File: src/rtl/core/nprs_pkg.sv
// ----------------------------------------------------------------------------
// NAND page read sequencer package
// Sequencer phases, bus operation codes, flash commands and the result type.
// ----------------------------------------------------------------------------
package nprs_pkg;

  // Default page size in bytes; must be a power of two.
  localparam int unsigned NPRS_PAGE_BYTES = 2048;

  typedef enum logic [2:0] {
    PH_IDLE  = 3'd0,
    PH_CMD0  = 3'd1,
    PH_ADDR  = 3'd2,
    PH_CMD30 = 3'd3,
    PH_WAIT  = 3'd4,
    PH_READ  = 3'd5,
    PH_DONE  = 3'd6
  } nprs_phase_e;

  // Bus operation codes.
  localparam logic [1:0] OP_IDLE = 2'd0;
  localparam logic [1:0] OP_CMD  = 2'd1;
  localparam logic [1:0] OP_ADDR = 2'd2;
  localparam logic [1:0] OP_READ = 2'd3;

  // Large-page read commands.
  localparam logic [7:0] CMD_READ_SETUP   = 8'h00;
  localparam logic [7:0] CMD_READ_CONFIRM = 8'h30;

  // Index of the last of the five address bytes.
  localparam logic [2:0] ADDR_STEP_LAST = 3'd4;

  typedef struct packed {
    logic [1:0] bus_op;
    logic [7:0] bus_byte;
    logic       chip_selected;
    logic       data_valid;
    logic [7:0] data_byte;
    logic       finished;
    logic       busy_res;
  } nprs_result_t;

endpackage

File: src/rtl/core/nprs_ctrl.sv
// ----------------------------------------------------------------------------
// NAND page read sequencer control
// Phase state machine and address/length counters; one step per item.
// ----------------------------------------------------------------------------
module nprs_ctrl import nprs_pkg::*; #(
  parameter int unsigned PAGE_BYTES = NPRS_PAGE_BYTES
) (
  input  logic         clk_i,
  input  logic         rst_ni,
  input  logic         accept_i,
  input  logic         start_req_i,
  input  logic [31:0]  start_address_i,
  input  logic [31:0]  read_length_i,
  input  logic         flash_ready_i,
  input  logic [7:0]   read_data_i,
  output nprs_result_t res_o
);

  localparam int unsigned PageLog = $clog2(PAGE_BYTES);

  nprs_phase_e phase_q, phase_d;
  logic [2:0]  step_q, step_d;
  logic [31:0] addr_q, addr_d;
  logic [31:0] left_q, left_d;

  logic [15:0] col_w;
  logic [23:0] row_w;
  logic [7:0]  addr_byte;
  logic        page_end;

  // The column always equals the low address bits, so the page ends when they are all ones.
  assign col_w    = 16'(addr_q[PageLog-1:0]);
  assign row_w    = 24'(addr_q >> PageLog);
  assign page_end = &addr_q[PageLog-1:0];

  always_comb begin
    unique case (step_q)
      3'd0:    addr_byte = col_w[7:0];
      3'd1:    addr_byte = col_w[15:8];
      3'd2:    addr_byte = row_w[7:0];
      3'd3:    addr_byte = row_w[15:8];
      default: addr_byte = row_w[23:16];
    endcase
  end

  always_comb begin
    phase_d = phase_q;
    step_d  = step_q;
    addr_d  = addr_q;
    left_d  = left_q;
    res_o   = '0;
    unique case (phase_q)
      PH_IDLE: begin
        if (start_req_i) begin
          if (read_length_i == 32'd0) begin
            res_o.finished = 1'b1;
          end else begin
            addr_d              = start_address_i;
            left_d              = read_length_i;
            step_d              = '0;
            res_o.chip_selected = 1'b1;
            res_o.busy_res      = 1'b1;
            phase_d             = PH_CMD0;
          end
        end
      end
      PH_CMD0: begin
        res_o.bus_op        = OP_CMD;
        res_o.bus_byte      = CMD_READ_SETUP;
        res_o.chip_selected = 1'b1;
        res_o.busy_res      = 1'b1;
        step_d              = '0;
        phase_d             = PH_ADDR;
      end
      PH_ADDR: begin
        res_o.bus_op        = OP_ADDR;
        res_o.bus_byte      = addr_byte;
        res_o.chip_selected = 1'b1;
        res_o.busy_res      = 1'b1;
        if (step_q >= ADDR_STEP_LAST) begin
          step_d  = '0;
          phase_d = PH_CMD30;
        end else begin
          step_d = step_q + 3'd1;
        end
      end
      PH_CMD30: begin
        res_o.bus_op        = OP_CMD;
        res_o.bus_byte      = CMD_READ_CONFIRM;
        res_o.chip_selected = 1'b1;
        res_o.busy_res      = 1'b1;
        phase_d             = PH_WAIT;
      end
      PH_WAIT: begin
        res_o.chip_selected = 1'b1;
        res_o.busy_res      = 1'b1;
        if (flash_ready_i) begin
          phase_d = PH_READ;
        end
      end
      PH_READ: begin
        res_o.bus_op        = OP_READ;
        res_o.chip_selected = 1'b1;
        res_o.busy_res      = 1'b1;
        res_o.data_valid    = 1'b1;
        res_o.data_byte     = read_data_i;
        addr_d              = addr_q + 32'd1;
        left_d              = left_q - 32'd1;
        if (left_q == 32'd1) begin
          phase_d = PH_DONE;
        end else if (page_end) begin
          phase_d = PH_CMD0;
        end
      end
      PH_DONE: begin
        res_o.finished = 1'b1;
        phase_d        = PH_IDLE;
      end
      default: begin
        res_o.finished = 1'b1;
        phase_d        = PH_IDLE;
      end
    endcase
  end

  always_ff @(posedge clk_i or negedge rst_ni) begin
    if (!rst_ni) begin
      phase_q <= PH_IDLE;
      step_q  <= '0;
      addr_q  <= '0;
      left_q  <= '0;
    end else if (accept_i) begin
      phase_q <= phase_d;
      step_q  <= step_d;
      addr_q  <= addr_d;
      left_q  <= left_d;
    end
  end

endmodule

File: src/rtl/core/nprs_out_reg.sv
// ----------------------------------------------------------------------------
// NAND page read sequencer output register
// Holds one result item until the receiver takes it.
// ----------------------------------------------------------------------------
module nprs_out_reg import nprs_pkg::*; (
  input  logic         clk_i,
  input  logic         rst_ni,
  input  logic         accept_i,
  input  nprs_result_t res_i,
  input  logic         out_stall_i,
  output logic         out_valid_o,
  output nprs_result_t res_o,
  output logic         in_stall_o
);

  logic         valid_q, valid_d;
  nprs_result_t res_q;

  // The register may be refilled in the same cycle that its item is taken.
  assign in_stall_o = valid_q & out_stall_i;

  always_comb begin
    valid_d = valid_q;
    if (accept_i) begin
      valid_d = 1'b1;
    end else if (!out_stall_i) begin
      valid_d = 1'b0;
    end
  end

  always_ff @(posedge clk_i or negedge rst_ni) begin
    if (!rst_ni) begin
      valid_q <= 1'b0;
    end else begin
      valid_q <= valid_d;
    end
  end

  always_ff @(posedge clk_i) begin
    if (accept_i) begin
      res_q <= res_i;
    end
  end

  assign out_valid_o = valid_q;
  assign res_o       = res_q;

endmodule

File: src/rtl/core/nand_page_read_sequencer_unit.sv
// ----------------------------------------------------------------------------
// NAND page read sequencer unit
// Drives the command, address and data cycles of a large-page NAND read.
// ----------------------------------------------------------------------------
// Each input item is one flash interface cycle: a start request with address
// and length, the ready/busy line and the byte on the data bus. Each accepted
// item yields exactly one result item telling what the bus does in that cycle.
// Both channels use valid and stall; an item moves when valid is high and
// stall is low. The input channel is stalled only while the output register
// holds an item and the receiver stalls it.
// Throughput is one item per cycle unless the output stalls: the phase machine
// steps once per item and its result is written straight into the output
// register, so a result appears in the cycle after its item is accepted.
// Per page the sequence is command 0x00, five address bytes (two column and
// three row bytes), command 0x30, a wait for ready, then the data cycles.
// PAGE_BYTES must be a power of two; column and row come from address bits.
// Reset clears the phase machine to idle and empties the output register;
// no clearing pass is needed, so items are accepted right after reset.
// ----------------------------------------------------------------------------
module nand_page_read_sequencer_unit import nprs_pkg::*; #(
  parameter int unsigned PAGE_BYTES = NPRS_PAGE_BYTES
) (
  input  logic        clk_i,
  input  logic        rst_ni,
  input  logic        in_valid_i,
  output logic        in_stall_o,
  input  logic        start_req_i,
  input  logic [31:0] start_address_i,
  input  logic [31:0] read_length_i,
  input  logic        flash_ready_i,
  input  logic [7:0]  read_data_i,
  output logic        out_valid_o,
  input  logic        out_stall_i,
  output logic [1:0]  bus_op_o,
  output logic [7:0]  bus_byte_o,
  output logic        chip_selected_o,
  output logic        data_valid_o,
  output logic [7:0]  data_byte_o,
  output logic        finished_o,
  output logic        busy_res_o
);

  logic         accept;
  nprs_result_t step_res;
  nprs_result_t out_res;

  // An item is taken whenever it is offered and the output side has room.
  assign accept = in_valid_i & ~in_stall_o;

  nprs_ctrl #(
    .PAGE_BYTES(PAGE_BYTES)
  ) u_ctrl (
    .clk_i          (clk_i),
    .rst_ni         (rst_ni),
    .accept_i       (accept),
    .start_req_i    (start_req_i),
    .start_address_i(start_address_i),
    .read_length_i  (read_length_i),
    .flash_ready_i  (flash_ready_i),
    .read_data_i    (read_data_i),
    .res_o          (step_res)
  );

  nprs_out_reg u_out_reg (
    .clk_i      (clk_i),
    .rst_ni     (rst_ni),
    .accept_i   (accept),
    .res_i      (step_res),
    .out_stall_i(out_stall_i),
    .out_valid_o(out_valid_o),
    .res_o      (out_res),
    .in_stall_o (in_stall_o)
  );

  // The result register fields map one to one onto the output ports.
  assign bus_op_o        = out_res.bus_op;
  assign bus_byte_o      = out_res.bus_byte;
  assign chip_selected_o = out_res.chip_selected;
  assign data_valid_o    = out_res.data_valid;
  assign data_byte_o     = out_res.data_byte;
  assign finished_o      = out_res.finished;
  assign busy_res_o      = out_res.busy_res;

endmodule

File: config.mk
export PLATFORM = sky130hd
export DESIGN_NAME = nand_page_read_sequencer_unit
export DESIGN_NICKNAME = d
export VERILOG_FILES = /design/src/rtl/core/nprs_pkg.sv /design/src/rtl/core/nprs_ctrl.sv /design/src/rtl/core/nprs_out_reg.sv /design/src/rtl/core/nand_page_read_sequencer_unit.sv
export SDC_FILE = /design/constraint.sdc
export NUM_CORES = 1
export LEC_CHECK = 0
export BUFFER_PORTS_ARGS = -buffer_cell sky130_fd_sc_hd__buf_4
export CORE_ASPECT_RATIO = 1.25
export CORE_MARGIN = 8
export CORE_UTILIZATION = 43
export CTS_CLUSTER_SIZE = 30
export DETAILED_ROUTE_END_ITERATION = 10
export PLACE_DENSITY = 0.65
export SLEW_MARGIN = 20
export SYNTH_ARGS = -nofsm -noshare
export SYNTH_HDL_FRONTEND = slang
export SYNTH_SLANG_ARGS = --single-unit
File: constraint.sdc
create_clock -name clk_i -period 2.1 [get_ports clk_i]
set_input_delay 0.42 -clock clk_i [delete_from_list [all_inputs] [get_ports clk_i]]
set_output_delay 0.42 -clock clk_i [all_outputs]
set_load 0.02 [all_outputs]
Word-level counts from Yosys, hierarchy flattened
Index checks and enable logic that the tools add are counted.
- flip-flop bits (word level): 93
- latch bits: 0
- bits in writable memories: 0
- bits in read-only memories: 0
- input port bits: 78
- output and inout bits: 24
- word-level logic and storage cells: 75
- memories kept: 0
- add/sub/neg operators: 3
- multipliers: 0
- div/mod/pow operators: 0
- order comparisons: 1
- eq/ne operators: 15
- shift-type cells: 0
- mux-type cells: 30
- bitwise operators: 3
- reduce and logical (&&, ||, !) cells: 11
- operator list (kind ; count):
    32-bit 2-to-1 mux ; 4
    32-bit case mux with 2 select lines ; 2
    32-bit by 1-bit adder with 32-bit output, second input constant ; 1
    32-bit by 1-bit equality test with 1-bit output, second input constant ; 1
    32-bit logical NOT ; 1
    8-bit case mux with 4 select lines ; 1
    32-bit by 1-bit subtractor with 32-bit output, second input constant ; 1
    3-bit 2-to-1 mux ; 9
    3-bit case mux with 6 select lines ; 1
    8-bit case mux with 2 select lines ; 1
    3-bit by 2-bit equality test with 1-bit output, second input constant ; 4
    11-bit AND reduction ; 1
    9-bit 2-to-1 mux ; 1
    3-bit case mux with 3 select lines ; 1
    4-bit AND reduction ; 2
    3-bit by 1-bit equality test with 1-bit output, second input constant ; 2
    3-bit equality test, second input constant ; 2
    3-bit logical NOT ; 2
    2-bit inequality test, second input constant ; 3
    1-bit case mux with 2 select lines ; 3
    2-bit case mux with 3 select lines ; 1
    6-bit AND reduction ; 1
    1-bit 2-to-1 mux ; 5
    5-bit OR reduction ; 1
    other kinds (10) ; 12

Depth between registers and ports, before layout
Gate-level depths: netlist of run 1.
- word-level depth: 4
- mapped depth: 9
- depth with buffers taken out: 7

Cells and area by module
Synthesis of run 1 repeated with hierarchy kept, for this count alone.
- cell total of the unflattened synthesis: 668
- area, all modules: 5899.4 sq um
- by module, submodules not included (module ; instances ; cells each ; area an instance (sq um)):
    nprs_ctrl ; 1 ; 642 ; 5186.2
    nprs_out_reg ; 1 ; 25 ; 699.4
    nand_page_read_sequencer_unit ; 1 ; 1 ; 13.8

Worst setup path after synthesis of run 1
No wires, ideal clock.
- path kind: register -> register
- start: register u_out_reg.valid_q, in the netlist u_out_reg.out_valid_o
- end: register u_ctrl.addr_q[19]
- setup time: 0.122 ns
- data arrival time: 2.152 ns
- required time: 1.978 ns
- slack: -0.173 ns
- stages on the path, launching flop included: 8
- path buffers: 2
- cell sequence: dfrtp_1 -> a21bo_2 -> clkinv_1 -> nand2_1 -> buf_2 -> o21ai_4 -> buf_2 -> a32o_1
- longest elaborated chain between the ends: 4
- ends and longest elaborated chain (item ; line ; text):
    start: declaration ; nprs_out_reg.sv:16 ; logic valid_q, valid_d;
    start signal: assignment ; nprs_out_reg.sv:35 ; valid_q <= valid_d;
    1-bit AND ; nprs_out_reg.sv:20 ; assign in_stall_o = valid_q & out_stall_i;
    1-bit inverter ; nand_page_read_sequencer_unit.sv:48 ; assign accept = in_valid_i & ~in_stall_o;
    1-bit AND ; nand_page_read_sequencer_unit.sv:48 ;
    via accept ; nand_page_read_sequencer_unit.sv:43 ; logic accept;
    4-bit AND reduction (no source line) ; n/a ;
    end signal: assignment ; nprs_ctrl.sv:135 ; addr_q <= addr_d;
    end: declaration ; nprs_ctrl.sv:23 ; logic [31:0] addr_q, addr_d;
The timed path passes the listed nets, and every way through them passes these cells.
A chain may end at the register's enable or synchronous reset.

Worst setup path in the final report of run 1
- start: input port read_length_i[25]
- end: register u_ctrl.addr_q[10]
- longest elaborated chain between the ends: 3
- ends and longest elaborated chain (item ; line ; text):
    start: declaration ; nand_page_read_sequencer_unit.sv:29 ; input logic [31:0] read_length_i,
    32-bit logical NOT ; nprs_ctrl.sv:55 ; if (read_length_i == 32'd0) begin
    2-bit inequality test (no source line) ; n/a ;
    4-bit AND reduction (no source line) ; n/a ;
No other way between the ends.

==> reports/results.txt, run 1 <==
status: complete, no violations
Yosys top cell area share: 30.6%
vias per cell: 6.30
number of library cell types mapped by synthesis: 80
antenna cells: 0
first-pass iteration count of the detailed router: 5
Post-synth EDFFs: 21
Required @ worst endpoint: 2.34 ns
Seq pwr share: 33.2%
Hold Path Class: in -> async
area grow syn2layout: 38.4%
Post-Syn Area: 5800 µm²
crit-path leading delay family: simple AND/OR/NAND/NOR gates
Period Utilization, post-route: 98.0%
Setup TNS Final: 0 ns
Sw Pwr: 4.24 mW
cts-stage hold buffer count: 0
Worst-Skew Late Latency: 0.34 ns
Pint: 5.78 mW
Fillers: 1,162
CP max stage delay: 0.35 ns
metal3 WL: 1440 µm
uppermost layer routed: met4
register area share after synthesis: 41.5%
Critical Path Slowest Stage Cell: o21ai_4
met1 WL: 8120 µm
post-route ant nets: 0
Slew HR: 71.5%
Root Driver: clkbuf_16
Setup crit end kind: register
Crit Path Max Fanout: 8
worst reg2reg startpoint: u_ctrl.left_q[18]
DRT iter0 DRCs: 457
crit path cell chain: buf_4 -> nor4_1 -> buf_4 -> nand4_1 -> o21ai_4 -> buf_6 -> buf_4 -> nor3_1 -> a221oi_1
Fmax: 486 MHz
Layout Nets: 918
CTS buffer count: 9
# setup viols final: 0
Mapped Cells: 644
Post-synth top flop: dfrtp_1
Slew @ Worst Pin: 0.426 ns
global-route usage over all layers: 23.7%
combinational fraction of design power: 50.1%
antenna violations before repair: 0
post-DP HPWL: 15,700 µm
Yosys top cell by area: dfrtp_1
Yosys warning count: 0
FFs w/ async S/R, synth: 77.2%
Top Ports: 102
Synth area leaders: dfrtp_1, edfxtp_1, nor2_1
Die ar.: 17,500 µm²
RSZ-0062 raised after global routing: true
Std-Cell Rows: 47
Setup crit start: read_length_i[25]
Clk pwr share: 16.7%
Hold Slack: 0.000714 ns
largest net degree at the start of global routing: 48
TritonCTS clock tree: done
Initial Util: 43.8%
kind of critical path: in -> reg
startpoint types: input port
wire length on met2: 10,700 µm
clock sink count: 92
Buf/Inv on CP: 4
max-cap violations: 0
Mean Syn Cell Area: 9.00 µm²
Pwr Total: 10.0 mW
Reg clk slew, reported paths: 0.07 ns
GPL Wtd Cong: 0.962
Final Max Slew Viols: 0
wire per inst: 20.9 µm
share of cells above drive strength 1: 35.0%
chip height: 146 µm
maximum vdd drop: 562 µV
Die W: 120 µm
core area: 13,200 µm²
top cells by count, synth: dfrtp_1, nor2_1, nand2_1, a21oi_1, o21ai_0
Sw Share: 42.3%
PortBufs: 101
Leak: 3.29 nW
Crit path top cell by count: buf_4
DRC Markers: 0
critical path arrival: 2.30 ns
global-route wire length before repair: 33,200 µm
skew final: 0.0114 ns
WL final: 21,100 µm
vias in the first global route: 6,327
post-route minimum period: 2.06 ns
Max clock buf depth: 2
Net Count, Synth: 729
grt total ovfl: 0
cell with the most instances after synthesis: dfrtp_1
vias post-DR: 6,352
pwr/cell area: 1250 nW/µm²
H-tree level count: 3
Synth Register Bits: 92
final hold violation count: 0
metrics by stage:
stage / utilization (%) / area, µm² / cells / setup WS [ns]
6_report: 60.6 / 8020 / 1009 / 0.0417
5_1_grt: 60.6 / 8020 / 1009 / -0.0310
4_1_cts: 58.8 / 7780 / 997 / -0.0252
3_5_place_dp: 56.3 / 7440 / 980 / -0.582
3_3_place_gp: 56.3 / 7440 / 980 / -0.518
2_1_floorplan: - / 5800 / 644 / 0.0123
logic make-up after synthesis:
| logic type | share of synthesized area [%] |
|---|---|
| buffers and inverters | 4.49 |
| AO/OA/AOI/OAI | 25.8 |
| flip-flops | 41.5 |
| adder cells (fa/ha/maj) | 1.51 |
| multiplexers | 2.20 |
| AND/OR/NAND/NOR | 24.5 |
final timing paths:
check	endpoint	slack, ns	cells after the start
min in group clk_i	u_out_reg.out_valid_o	0.28	2
max in group asynchronous	u_ctrl.left_q[29]	1.49	2
worst min register to register	u_ctrl.left_q[28]	0.53	1
worst max-delay path	u_ctrl.addr_q[10]	0.04	9
worst min-delay path	u_ctrl.left_q[9]	0.0007	1
worst max register to register	u_ctrl.left_q[23]	0.05	5
power by group through the flow:
stage	Combinational, mW	Clock [mW]	Sequential, mW
after global placement	4.60	0	3.25
final	5.02	1.67	3.32
after detailed placement	4.73	0	3.27
after CTS	4.77	1.70	3.25
after global routing	5.46	1.79	3.39
after floorplan	2.90	0	3.14
layout make-up:
| cell class | count | area [µm²] | area share [%] |
|---|---|---|---|
| Clock buffer | 12 | 256 | 3.20 |
| Clock inverter | 4 | 48.8 | 0.608 |
| Inverter | 13 | 50.0 | 0.624 |
| Multi-Input combinational cell | 493 | 3300 | 41.1 |
| Sequential cell | 92 | 2410 | 30.0 |
| Tap cell | 171 | 214 | 2.67 |
| Timing Repair Buffer | 224 | 1750 | 21.8 |
state kept, by name, summed over array words and instances (netlist names):
signal	flops
u_ctrl.left_q	32
u_out_reg.res_o	21
u_ctrl.step_q	3
u_out_reg.out_valid_o	1
u_ctrl.phase_q	3
u_ctrl.addr_q	32
cells in the final DEF, fill, tap and decap left out, types with 4 or more instances in the layout:
cell	instances
a211oi_1	4
a21oi_1	32
a221oi_1	4
a222oi_1	5
a22oi_1	17
a2bb2oi_1	5
a31oi_1	16
a32o_1	9
and2_1	16
and3_1	6
buf_12	4
buf_4	215
buf_6	5
clkbuf_16	9
dfrtp_1	71
edfxtp_1	21
ha_1	6
inv_1	10
mux2_2	6
mux2i_1	6
nand2_1	55
nand3_1	24
nand4_1	19
nor2_1	62
nor3_1	22
nor4_1	13
nor4_4	4
o211a_1	4
o21a_1	4
o21ai_0	26
o221a_2	4
o22ai_1	15
o31ai_1	10
o32a_1	6
o41ai_1	5
or2_2	4
or3_1	10
worst register-to-register path: stages, from the launching register on:
cell and delay (ns):
dfrtp_1 0.44, or3_4 0.35, or3_4 0.35, nor3_4 0.20, mux2_2 0.35, o221a_2 0.25
layer usage:
layer  global-route usage (%)  vias to the layer above
li1                         -                     2880
met1                     26.6                     3103
met2                     40.2                      299
met3                     6.17                       70
met4                     12.3                        0
met5                        0                        -
what timing repair did:
action | in CTS | in global routing
buffers inserted | 0 | 12
pin swaps | 2 | 10
gates cloned | 1 | 0
endpoints found under the setup margin | 66 | 55
resized for setup | 4 | 30
Note: power is estimated with default switching activity, not from simulation.
==> run 2: changes to the inputs <==
==> constraint.sdc (replaced) <==
create_clock -name clk_i -period 1.8 [get_ports clk_i]
set_input_delay 0.36 -clock clk_i [delete_from_list [all_inputs] [get_ports clk_i]]
set_output_delay 0.36 -clock clk_i [all_outputs]
set_load 0.02 [all_outputs]
==> run 2 against run 1 <==
  * The run now ends with negative setup slack left
  * Critical path depth decreased by 2
  * Combinational power increased by 63%
  * Sequential power rose by 11%
  * Count of clock-buffer cells in the layout decreased by 3
  * Power rose by 37%
  * Routed wire length increased by 15%
  * Non-clock buffer count increased by 97
  * Flip-flop and latch count unchanged
  * Critical endpoint is now u_ctrl.left_q[24]
  * Highest routed layer unchanged
==> reports/results.txt, run 2 (synthesized netlist as in run 1, its figures left out) <==
PortBufs: 101 (unchanged)
# setup viols final: 47 (+47)
kind of critical path: reg -> reg
Fmax: 485 MHz
Die ar.: 17,500 µm² (unchanged)
clock sink count: 92 (unchanged)
Slew @ Worst Pin: 0.450 ns (+0.0238 ns)
share of cells above drive strength 1: 50.6% (+16 points)
maximum vdd drop: 737 µV (+31%)
post-route minimum period: 2.06 ns
Std-Cell Rows: 47 (unchanged)
Hold Slack: 0.205 ns (+0.204 ns)
Setup TNS Final: -4.00 ns (-4.00 ns)
RSZ-0062 raised after global routing: true
final std cells w/o fill: 1,106 (+9.6%)
wire per inst: 21.9 µm (+4.5%)
most frequent cells in the layout: buf_4, dfrtp_1, nor2_1
Period Utilization, post-route: 115%
chip height: 146 µm (unchanged)
Fillers: 991 (-15%)
DRT iter0 DRCs: 627 (+37%)
Top Ports: 102 (unchanged)
max-cap violations: 0 (unchanged)
Reg clk slew, reported paths: 0.07 ns (about the same)
design area: 9530 µm² (+19%)
critical path arrival: 2.35 ns (+0.05 ns)
Pwr Total: 13.7 mW (+37%)
Setup crit start: u_ctrl.left_q[1]
global-route wire length before repair: 36,800 µm (+11%)
vias per cell: 6.21 (-1.3%)
Crit Path Max Fanout: 4 (-4)
H-tree level count: 3 (unchanged)
placed instance area: 8210 µm² (+10%)
WL final: 24,200 µm (+15%)
pwr/cell area: 1440 nW/µm² (+15%)
final core utilization: 72.1% (+11 points)
Required @ worst endpoint: 2.09 ns (-0.25 ns)
final hold violation count: 0 (unchanged)
global-route usage over all layers: 26.5% (+2.8 points)
Slew HR: 69.9% (-1.6 points)
post-route ant nets: 0 (unchanged)
Initial Util: 43.8% (unchanged)
antenna violations before repair: 0 (unchanged)
CTS buffer count: 9 (unchanged)
placed instance count: 1,058 (+8.0%)
Leak: 3.95 nW (+20%)
antenna cells: 0 (unchanged)
Worst-Skew Late Latency: 0.36 ns (+0.02 ns)
Final WS setup: -0.261 ns (-0.303 ns)
vias in the first global route: 6,971 (+10%)
Layout Nets: 1,015 (+11%)
Root Driver: clkbuf_16
skew final: 0.00825 ns (-0.00317 ns)
GPL Wtd Cong: 0.962 (about the same)
startpoint types: register
DP Worst Slack: -0.516 ns (+0.0664 ns)
Die W: 120 µm (unchanged)
largest net degree at the start of global routing: 40 (-17%)
area grow syn2layout: 64.4%
post-DP HPWL: 17,100 µm (+8.9%)
Final Max Slew Viols: 0 (unchanged)
vias post-DR: 6,869 (+8.1%)
start point of the worst hold path: in_valid_i
TritonCTS clock tree: done
worst reg2reg startpoint: u_ctrl.left_q[1]
grt total ovfl: 0 (unchanged)
core area: 13,200 µm² (unchanged)
failing checks: negative setup slack
Setup crit end kind: register
Hold Path Class: in -> reg
first-pass iteration count of the detailed router: 7 (+2)
DRC Markers: 0 (unchanged)
Max clock buf depth: 2 (unchanged)
commonest non-fill, non-tap cell in the layout: buf_4
status: complete, but fails checks
## run 2: critical path: stages (launching register included)
cell	delay, ns
dfrtp_1	0.43
inv_2	0.08
ha_2	0.17
nor3b_4	0.33
nand2_2	0.15
or3_4	0.46
o31ai_4	0.20
a32o_2	0.16
## run 2: layer usage
layer	share of wire, %	up-vias	track usage (%)	routed length [µm]
met4	4.1	0	15.0	1000
met5	0	-	0	0
met2	51	360	45.9	12400
li1	-	3081	-	-
met1	38	3355	29.7	9110
met3	6.8	73	4.85	1640
## run 2: final timing paths
path                                          to  slack [ns]  cells after the start
hold / removal             u_out_reg.out_valid_o        0.21                      2
max in group asynchronous       u_ctrl.left_q[8]        0.83                      3
setup / recovery               u_ctrl.left_q[24]       -0.26                      7
min in group asynchronous       u_ctrl.left_q[1]        0.42                      2
setup reg to reg               u_ctrl.left_q[24]       -0.26                      7
hold reg to reg                u_ctrl.left_q[28]        0.53                      1
## run 2: layout make-up
| class | count | area (µm²) | share of cell area [%] |
|---|---|---|---|
| flip-flops and latches | 92 | 2410 | 25.3 |
| inverters | 13 | 61.3 | 0.643 |
| well taps | 171 | 214 | 2.24 |
| repair buffers | 321 | 2750 | 28.9 |
| clock buffers | 9 | 225 | 2.36 |
| clock inverters | 7 | 52.6 | 0.551 |
| multi-input cells | 493 | 3810 | 40.0 |
## run 2: power breakdown
part	switching [mW]	internal, mW
Combinational	4.22	3.97
Sequential	0.746	2.94
Clock	0.921	0.943
## run 2: timing repair
action,4_1_cts,5_1_grt
setup endpoints to repair,71,77
gates cloned,5,1
resized for setup,76,85
buffers inserted,15,14
endpoints found under the hold margin,15,0
pin swaps,25,51
hold buffers,1,0
==> run 3: changes to the inputs <==
--- a/config.mk
+++ b/config.mk
@@ -12,6 +12,7 @@
 export CTS_CLUSTER_SIZE = 30
 export DETAILED_ROUTE_END_ITERATION = 10
 export PLACE_DENSITY = 0.65
+export SETUP_SLACK_MARGIN = 0.3
 export SLEW_MARGIN = 20
 export SYNTH_ARGS = -nofsm -noshare
 export SYNTH_HDL_FRONTEND = slang
==> run 3 against run 2 <==
  * The run still ends with negative setup slack left
  * Flip-flop and latch count unchanged
  * Register-to-register slack worse by 0.03 ns
  * Clock skew down 0.0010 ns
  * Setup slack lost 0.033 ns
  * Critical path depth is 1 lower
  * Combinational power grew 50%
  * Routed wire length rose by 35%
  * Via count is 16% higher
  * Maximum frequency fell by 1.6%
  * Non-clock buffer count rose by 81
==> reports/results.txt, run 3 (synthesized netlist as in run 1, its figures left out) <==
post-route minimum period: 2.09 ns (+0.0331 ns)
Final WS setup: -0.294 ns (-0.0331 ns)
PortBufs: 101 (unchanged)
core area: 13,200 µm² (unchanged)
Top Ports: 102 (unchanged)
Seq pwr share: 21.1% (-5.7 points)
kind of critical path: reg -> reg
# setup viols final: 74 (+57%)
antenna cells: 0 (unchanged)
Sw Share: 43.9% (+1.1 points)
Period Utilization, post-route: 116% (+1.8 points)
global-route wire length before repair: 42,700 µm (+16%)
Pint: 10.1 mW (+29%)
Layout Nets: 1,095 (+7.9%)
Fillers: 623 (-37%)
failing checks: negative setup slack
global-route usage over all layers: 31.1% (+4.6 points)
placed instance count: 1,060 (+0.19%)
final hold violation count: 0 (unchanged)
Leak: 4.81 nW (+22%)
final core utilization: 87.0% (+15 points)
Final Max Slew Viols: 0 (unchanged)
Sw Pwr: 7.92 mW (+35%)
share of cells above drive strength 1: 65.7% (+15 points)
maximum vdd drop: 969 µV (+31%)
Std-Cell Rows: 47 (unchanged)
first-pass iteration count of the detailed router: 8 (+1)
design area: 11,500 µm² (+21%)
critical path arrival: 2.34 ns (about the same)
CTS buffer count: 9 (unchanged)
Required @ worst endpoint: 2.04 ns (-0.05 ns)
clock sink count: 92 (unchanged)
Slew @ Worst Pin: 0.587 ns (+0.138 ns)
RSZ-0062 raised after global routing: true
largest net degree at the start of global routing: 33 (-18%)
max-cap violations: 0 (unchanged)
Clk pwr share: 10.8% (-2.8 points)
H-tree level count: 3 (unchanged)
combinational fraction of design power: 68.2% (+8.6 points)
TritonCTS clock tree: done
vias per cell: 6.74 (+8.5%)
DRT iter0 DRCs: 949 (+51%)
pwr/cell area: 1570 nW/µm² (+8.8%)
WL final: 32,600 µm (+35%)
area grow syn2layout: 98.5%
post-DP HPWL: 18,000 µm (+4.9%)
Setup crit end kind: register
vias post-DR: 7,991 (+16%)
Fmax: 478 MHz (-1.6%)
Die W: 120 µm (unchanged)
Root Driver: clkbuf_16
grt total ovfl: 0 (unchanged)
commonest non-fill, non-tap cell in the layout: buf_4
Slew HR: 60.8% (-9.0 points)
startpoint types: register
post-route ant nets: 0 (unchanged)
antenna violations before repair: 0 (unchanged)
Die ar.: 17,500 µm² (unchanged)
final std cells w/o fill: 1,186 (+7.2%)
status: complete, but fails checks
skew final: 0.00721 ns (-0.00104 ns)
Worst-Skew Late Latency: 0.36 ns (about the same)
GPL Wtd Cong: 0.984 (+2.3%)
Max clock buf depth: 2 (unchanged)
DRC Markers: 0 (unchanged)
placed instance area: 8400 µm² (+2.3%)
Initial Util: 43.8% (unchanged)
Reg clk slew, reported paths: 0.07 ns (about the same)
vias in the first global route: 7,720 (+11%)
Crit Path Max Fanout: 4 (unchanged)
chip height: 146 µm (unchanged)
most frequent cells in the layout: buf_4, buf_6, dfrtp_1
wire per inst: 27.5 µm (+26%)
Hold Path Class: in -> reg
==> run 3: routing by layer <==
metal / part of all wire (%) / up-vias / global-route usage (%)
met5: 0 / - / 0
met2: 48 / 666 / 52.6
met4: 8.0 / 0 / 22.4
li1: - / 3246 / -
met3: 9.6 / 218 / 5.36
met1: 34 / 3861 / 34.5
==> run 3: final timing paths <==
| path | startpoint | to | slack, ns | depth (start not counted) |
|---|---|---|---|---|
| setup / recovery | u_ctrl.addr_q[1] | u_ctrl.addr_q[26] | -0.29 | 6 |
| hold / removal | in_valid_i | u_out_reg.out_valid_o | 0.21 | 2 |
| setup reg to reg | u_ctrl.addr_q[1] | u_ctrl.addr_q[26] | -0.29 | 6 |
| hold reg to reg | u_ctrl.left_q[31] | u_ctrl.left_q[31] | 0.59 | 1 |
| max in group asynchronous | rst_ni | u_ctrl.left_q[10] | 0.58 | 3 |
| min in group asynchronous | rst_ni | u_ctrl.left_q[1] | 0.51 | 2 |
==> run 3: power groups by stage <==
stage | sequential [mW] | clock (mW) | combinational [mW]
detailed placement | 3.63 | 0 | 7.00
finish | 3.80 | 1.94 | 12.3
floorplan | 3.72 | 0 | 3.88
global route | 3.81 | 1.98 | 12.7
global placement | 3.61 | 0 | 6.79
CTS | 3.63 | 1.90 | 9.67
==> run 3: area by class of cell <==
type	count	area [µm²]	share of cell area [%]
clock buffer	9	225	1.96
clock inverter	7	57.6	0.500
inverter	13	63.8	0.555
multi-input combinational	492	4710	40.9
sequential	92	2410	21.0
tap	171	214	1.86
timing repair buffer	402	3820	33.2
==> run 3: timing repair <==
| item | CTS | global route |
|---|---|---|
| gates resized for setup | 249 | 136 |
| hold endpoints to repair | 28 | 0 |
| endpoints found under the setup margin | 102 | 111 |
| setup buffers | 65 | 33 |
| cloned | 5 | 6 |
| hold buffers | 1 | 0 |
| pin swaps | 113 | 75 |
==> run 3: per-stage QoR <==
step	setup slack, ns	hold WS [ns]	power, mW	TNS (ns)
2_1_floorplan	-0.135	0.0644	7.60	-1.57
3_3_place_gp	-0.465	0.336	10.4	-22.50
3_5_place_dp	-0.513	0.341	10.6	-28.08
4_1_cts	-0.224	0.216	15.2	-1.35
5_1_grt	-0.333	0.235	18.5	-10.23
6_report	-0.294	0.215	18.0	-8.01
==> run 3: critical path, cell delays in order (launching register included) <==
cell	delay, ns
dfrtp_1	0.36
ha_2	0.20
nand4_1	0.18
nor3_4	0.36
nand4_1	0.31
or2_0	0.32
a32o_2	0.25
